### src/rtl/ptpd_pkg.sv
// ----------------------------------------------------------------------------
// ptpd_pkg
// types and constants of the pen tablet packet decoder
// ----------------------------------------------------------------------------
`timescale 1ns / 1ps

package ptpd_pkg;

	localparam int PACKET_BYTES = 8;
	localparam int STORE_DEPTH  = 7;
	localparam int IDX_W        = $clog2(PACKET_BYTES);

	localparam logic [7:0] START_LO   = 8'hA0;
	localparam logic [7:0] START_HI   = 8'hA5;
	localparam logic [7:0] PROX_LOST  = 8'h80;
	localparam logic [7:0] COORD_MASK = 8'h7F;

	localparam int POS_W  = 14;
	localparam int PRES_W = 9;

	// output beat layout, lowest bit first
	localparam int OUT_W       = 48;
	localparam int POS_X_LSB   = 0;
	localparam int POS_Y_LSB   = POS_X_LSB + POS_W;
	localparam int PRES_LSB    = POS_Y_LSB + POS_W;
	localparam int TOUCH_BIT   = PRES_LSB + PRES_W;
	localparam int BUTTON_BIT  = TOUCH_BIT + 1;
	localparam int HARD_BIT    = BUTTON_BIT + 1;
	localparam int ERASER_BIT  = HARD_BIT + 1;
	localparam int PEN_BIT     = ERASER_BIT + 1;
	localparam int USED_W      = PEN_BIT + 1;

	typedef logic [STORE_DEPTH-1:0][7:0] packet_t;

	typedef struct packed {
		logic    at_last;
		logic    fire;
		packet_t bytes;
	} coll_t;

	typedef struct packed {
		logic [POS_W-1:0]  pos_x;
		logic [POS_W-1:0]  pos_y;
		logic [PRES_W-1:0] tip_pressure;
		logic              touching;
		logic              side_button;
		logic              hard_press;
		logic              eraser_tool;
		logic              pen_tool;
	} result_t;

	function automatic logic is_start(input logic [7:0] b);
		is_start = ((b >= START_LO) && (b <= START_HI)) || (b == PROX_LOST);
	endfunction

endpackage

### src/rtl/ptpd_collect.sv
// ----------------------------------------------------------------------------
// ptpd_collect
// start byte hunt, byte counting and packet byte store
// ----------------------------------------------------------------------------
`timescale 1ns / 1ps

module ptpd_collect (
	input  logic           clk,
	input  logic           arst_n,
	input  logic           take,
	input  logic [7:0]     rx_byte,
	output ptpd_pkg::coll_t coll
);
	import ptpd_pkg::*;

	logic             in_packet_q;
	logic [IDX_W-1:0] idx_q;
	packet_t          store_q;
	logic             at_last;
	logic             start;

	assign at_last = in_packet_q && (idx_q == IDX_W'(PACKET_BYTES - 1));
	assign start   = is_start(rx_byte);

	always_ff @(posedge clk or negedge arst_n) begin
		if (!arst_n) begin
			in_packet_q <= 1'b0;
			idx_q       <= '0;
		end else if (take) begin
			if (!in_packet_q) begin
				if (start) begin
					in_packet_q <= 1'b1;
					idx_q       <= IDX_W'(1);
				end
			end else if (at_last) begin
				in_packet_q <= 1'b0;
				idx_q       <= '0;
			end else begin
				idx_q <= idx_q + IDX_W'(1);
			end
		end
	end

	always_ff @(posedge clk) begin
		if (take) begin
			if (!in_packet_q) begin
				if (start) begin
					store_q[0] <= rx_byte;
				end
			end else begin
				for (int i = 1; i < STORE_DEPTH; i++) begin
					if (idx_q == IDX_W'(i)) begin
						store_q[i] <= rx_byte;
					end
				end
			end
		end
	end

	// bypass the current byte when its index still lands in the store
	always_comb begin
		coll.bytes = store_q;
		for (int i = 1; i < STORE_DEPTH; i++) begin
			if (idx_q == IDX_W'(i)) begin
				coll.bytes[i] = rx_byte;
			end
		end
		coll.at_last = at_last;
		coll.fire    = take && at_last;
	end

endmodule

### src/rtl/ptpd_decode.sv
// ----------------------------------------------------------------------------
// ptpd_decode
// field decode of one complete packet
// ----------------------------------------------------------------------------
`timescale 1ns / 1ps

module ptpd_decode (
	input  ptpd_pkg::packet_t bytes,
	output ptpd_pkg::result_t res
);
	import ptpd_pkg::*;

	logic [7:0] b0;
	logic       hard;
	logic       lost;

	assign b0   = bytes[0];
	assign hard = bytes[6][0];
	assign lost = (b0 == PROX_LOST);

	assign res.pos_x        = {7'(bytes[1] & COORD_MASK), 7'(bytes[2] & COORD_MASK)};
	assign res.pos_y        = {7'(bytes[3] & COORD_MASK), 7'(bytes[4] & COORD_MASK)};
	assign res.tip_pressure = PRES_W'(bytes[5]) + {1'b0, hard, 7'b0};
	assign res.touching     = b0[0];
	assign res.side_button  = b0[1];
	assign res.hard_press   = hard;
	assign res.eraser_tool  = b0[2] && !lost;
	assign res.pen_tool     = !b0[2] && !lost;

endmodule

### src/rtl/pen_tablet_packet_decoder_unit.sv
// ----------------------------------------------------------------------------
// pen_tablet_packet_decoder_unit
// hunts serial digitizer bytes for a start byte and decodes each packet
// into one position, pressure and tool report
// ----------------------------------------------------------------------------
//  channel  dir  beat                   tlast  tuser
//  s_axis   in   one serial byte        -      -
//  m_axis   out  one decoded report     -      -
//
//  one byte per cycle unless stalled; a report is valid the cycle after the last packet byte
//  the packet store and counter form the input register, the report register
//  is the output register
//  only the last byte of a packet waits on a full, stalled report register
//  arst_n clears the hunt state and the report valid
// ----------------------------------------------------------------------------
`timescale 1ns / 1ps

module pen_tablet_packet_decoder_unit (
	input  logic                       clk,
	input  logic                       arst_n,
	input  logic                       s_axis_tvalid,
	output logic                       s_axis_tready,
	input  logic [7:0]                 s_axis_tdata,  // rx_byte
	output logic                       m_axis_tvalid,
	input  logic                       m_axis_tready,
	// pos_x, pos_y, tip_pressure, touching, side_button, hard_press,
	// eraser_tool, pen_tool, zero fill
	output logic [ptpd_pkg::OUT_W-1:0] m_axis_tdata
);
	import ptpd_pkg::*;

	coll_t   coll;
	result_t res;
	result_t res_q;
	logic    out_vld_q;
	logic    take;

	assign s_axis_tready = !coll.at_last || !out_vld_q || m_axis_tready;
	assign take          = s_axis_tvalid && s_axis_tready;

	ptpd_collect u_collect (
		.clk     (clk),
		.arst_n  (arst_n),
		.take    (take),
		.rx_byte (s_axis_tdata),
		.coll    (coll)
	);

	ptpd_decode u_decode (
		.bytes (coll.bytes),
		.res   (res)
	);

	always_ff @(posedge clk or negedge arst_n) begin
		if (!arst_n) begin
			out_vld_q <= 1'b0;
		end else if (coll.fire) begin
			out_vld_q <= 1'b1;
		end else if (m_axis_tready) begin
			out_vld_q <= 1'b0;
		end
	end

	always_ff @(posedge clk) begin
		if (coll.fire) begin
			res_q <= res;
		end
	end

	assign m_axis_tvalid = out_vld_q;

	always_comb begin
		m_axis_tdata                                = '0;
		m_axis_tdata[POS_X_LSB +: POS_W]            = res_q.pos_x;
		m_axis_tdata[POS_Y_LSB +: POS_W]            = res_q.pos_y;
		m_axis_tdata[PRES_LSB +: PRES_W]            = res_q.tip_pressure;
		m_axis_tdata[TOUCH_BIT]                     = res_q.touching;
		m_axis_tdata[BUTTON_BIT]                    = res_q.side_button;
		m_axis_tdata[HARD_BIT]                      = res_q.hard_press;
		m_axis_tdata[ERASER_BIT]                    = res_q.eraser_tool;
		m_axis_tdata[PEN_BIT]                       = res_q.pen_tool;
	end

endmodule

### config.mk
export PLATFORM = sky130hd
export DESIGN_NAME = pen_tablet_packet_decoder_unit
export DESIGN_NICKNAME = d
export VERILOG_FILES = /design/src/rtl/ptpd_pkg.sv /design/src/rtl/ptpd_collect.sv /design/src/rtl/ptpd_decode.sv /design/src/rtl/pen_tablet_packet_decoder_unit.sv
export SDC_FILE = /design/constraint.sdc
export NUM_CORES = 1
export LEC_CHECK = 0
export ABC_AREA = 1
export BUFFER_PORTS_ARGS = -buffer_cell sky130_fd_sc_hd__buf_4
export CAP_MARGIN = 20
export CORE_MARGIN = 1.5
export CORE_UTILIZATION = 30
export DETAILED_ROUTE_END_ITERATION = 12
export GPL_ROUTABILITY_DRIVEN = 0
export GPL_TIMING_DRIVEN = 0
export PLACE_DENSITY = 0.45
export SYNTH_ARGS = -nofsm -noshare
export SYNTH_HDL_FRONTEND = slang
export SYNTH_SLANG_ARGS = --single-unit
### constraint.sdc
create_clock -name clk -period 8.85 [get_ports clk]
set_clock_uncertainty 0.05 [all_clocks]
set_input_delay 1.77 -clock clk [delete_from_list [all_inputs] [get_ports clk]]
set_output_delay 1.77 -clock clk [all_outputs]
set_load 0.01 [all_outputs]
==> impl_metrics.tcl <==
set metrics [dict create \
    synthDominantAreaCellType "edfxtp_1" \
    grt_setup_unrepaired "no" \
    cts_made_buffers 9 \
    synth_area_leaders "edfxtp_1, nand2_1, o21ai_0, dfrtp_1, ha_1" \
    routed_wire_length_per_instance_um 15.1 \
    grt_max_degree 44 \
    min-delay-path-class "register to register" \
    slew_headroom_pct 36.0 \
    drv_cap 0 \
    asyncSetResetFlopFracSynth_pct 5.43 \
    dieWidth_um 110 \
    initial_utilization_pct 30.5 \
    critical_path_required_ns 7.03 \
    proportion_of_layout_cells_with_a_drive_suffix_above_1_pct 27.4 \
    insertedDiodeCount 0 \
    cts.hold.buffers_added 0 \
    synthCells 239 \
    hold_ws_ns 0.422 \
    post-cts-setup-buffer-count 0 \
    status "complete, no violations" \
    drtAntennaViolNets 0 \
    worst-setup-path-type "input port to output port" \
    cts-root-buf "clkbuf_16" \
    synthesis.yosys.warnings 0 \
    die_y_um 110 \
    static_leak_nw 1.73 \
    dr_total_vias 2000 \
    min_to "m_axis_tdata[38]" \
    layout.cells.most_common "edfxtp_1" \
    dpl.hpwl_um 4460 \
    min_period_ns 4.14 \
    post_layout_nonfiller_instances 460 \
    worst_r2r_startpoint "u_collect.idx_q[0]" \
    initial_drt_markers 85 \
    r2r-end "m_axis_tdata[38]" \
    numPlacedInstances 443 \
    period_share_pct 46.8 \
    post_synth_num_cell_types 21 \
    postSynth.topFlopCell "edfxtp_1" \
    synthToLayoutAreaGrowth_pct 28.0 \
    setup_total_negative_slack_ns 0 \
    drc 0 \
    worst-r2r-setup-slack_ns 6.32 \
    worst_ep_arrival_time_ns 2.32 \
    grt_first_pass_wirelength_um 10400 \
    die-area_um2 12200 \
    worstPathMaxFanout 2 \
    design.core.area_um2 11300 \
    cell_area_after_synthesis_um2 3460 \
    post_synth_edffs 87 \
    vias_per_cell 4.35 \
    nets 331 \
    final-setup-viol-count 0 \
    fmax_ghz 0.241 \
    totalPowerFinal_mw 1.18 \
    drt_first_pass_iters 4 \
    max-clock-path-buffers 2 \
    port_buffers 55 \
    grt_overflow_total 0 \
    timing_worst_slew_pin_value_ns 0.959 \
    crit_path_end_kind "output port" \
    critPathLaunchType "input port" \
    slew_viol_final 0 \
    post_cts_gate_resize_count 0 \
    cts.clk_slew.worst_paths_ns 0.06 \
    timing.hold.worst_path_depth 0 \
    cts-htree-levels 3 \
    cts_tree "yes" \
    mean_post_synth_cell_area_um2 14.5 \
    boundaryPins 62 \
    reg2regPathDepth 7 \
    synth_seq_cells 92 \
    numClockSinks 92 \
    timing.hold.worst.start "u_collect.coll[1]" \
    final_hold_viol_count 0 \
    vias_in_the_first_global_route 1857 \
    power-per-cell-area_nw_per_um2 266 \
    insertion_delay_ns 0.34 \
    initial_antenna_violation_count 0 \
    synth_largest_type_area_fraction_pct 75.5 \
    most_frequent_cells_in_the_layout "edfxtp_1, buf_4, nand2_1" \
    num_rows 39 \
    fraction_of_the_yosys_area_taken_by_sequential_cells_pct 79.2 \
    vdd.ir_drop.worst_mv 0.0995 \
    route.final.wire_length_um 6950 \
    grt_util_all_layers_pct 12.2 \
]
cells by family (layout without fill, tap and decap cells):
| family | count (synthesis) | count (layout) | synth area share, % |
|---|---|---|---|
| multiplexers | 1 | 1 | 0.326 |
| flip-flops | 92 | 92 | 79.2 |
| AND/OR/NAND/NOR | 71 | 71 | 8.32 |
| buffers and inverters | 27 | 100 | 3.73 |
| AO/OA/AOI/OAI | 40 | 40 | 5.82 |
| adder cells (fa/ha/maj) | 7 | 7 | 2.53 |
| other | 1 | 6 | 0.108 |
layer usage:
layer  GRT usage (%)  vias to the layer above  part of all wire [%]
met5               0                        -                     0
met1            16.9                      952                    47
met2            17.7                       51                    45
li1                -                      987                     -
met3            3.00                       10                   5.2
met4            6.32                        0                   2.2
cells in the mapped netlist, types with 2 or more instances:
master    number
edfxtp_1      87
nand3_1        4
a21oi_1        9
buf_2          4
nand2_1       48
nor3_1         2
clkbuf_1       2
ha_1           7
inv_1         14
nor2_2         2
nor2_1        12
o21ai_0       30
dfrtp_1        5
buf_4          6
power by group:
group | switching, mW | internal [mW]
clock | 0.164 | 0.249
sequential | 0.0204 | 0.562
combinational | 0.124 | 0.0582
cell type report:
cell class                 instances  area (um^2)
clock buffer                       9          225
clock inverter                     7         98.8
multi-input combinational        125          618
timing repair buffer              57          438
tap                              143          179
buffer                            12         72.6
inverter                          15         56.3
sequential                        92         2740
fill                            1108         6900
through the flow:
step / util, % / setup slack [ns] / instance area [um^2]
2_1_floorplan: - / 4.71 / 3480
3_3_place_gp: 35.9 / 3.80 / 4070
3_5_place_dp: 36.2 / 4.70 / 4100
4_1_cts: 39.0 / 4.70 / 4420
5_1_grt: 39.1 / 4.65 / 4430
6_report: 39.1 / 4.71 / 4430
flip-flops by register name, summed over array words and instances, names as in the netlist:
| signal | flops |
|---|---|
| u_collect.store_q | 37 |
| u_collect.coll | 8 |
| m_axis_tvalid | 1 |
| u_collect.in_packet_q | 1 |
| m_axis_tdata | 42 |
| u_collect.idx_q | 3 |
worst max-delay path by stage:
stage	endpoint	cells past startpoint	slack, ns	startpoint
floorplan	u_collect.store_q[10]	6	4.71	m_axis_tready
global placement	u_collect.store_q[18]	7	3.80	m_axis_tready
detailed placement	s_axis_tready	6	4.70	m_axis_tready
CTS	s_axis_tready	6	4.70	m_axis_tready
global route	s_axis_tready	6	4.65	m_axis_tready
finish	s_axis_tready	6	4.71	m_axis_tready
worst max-delay path: stages:
cell	delay, ns
buf_4	0.11
inv_1	0.04
nand2_1	0.07
nor2_2	0.12
inv_1	0.07
buf_4	0.14
(Power assumes the default switching activity.)
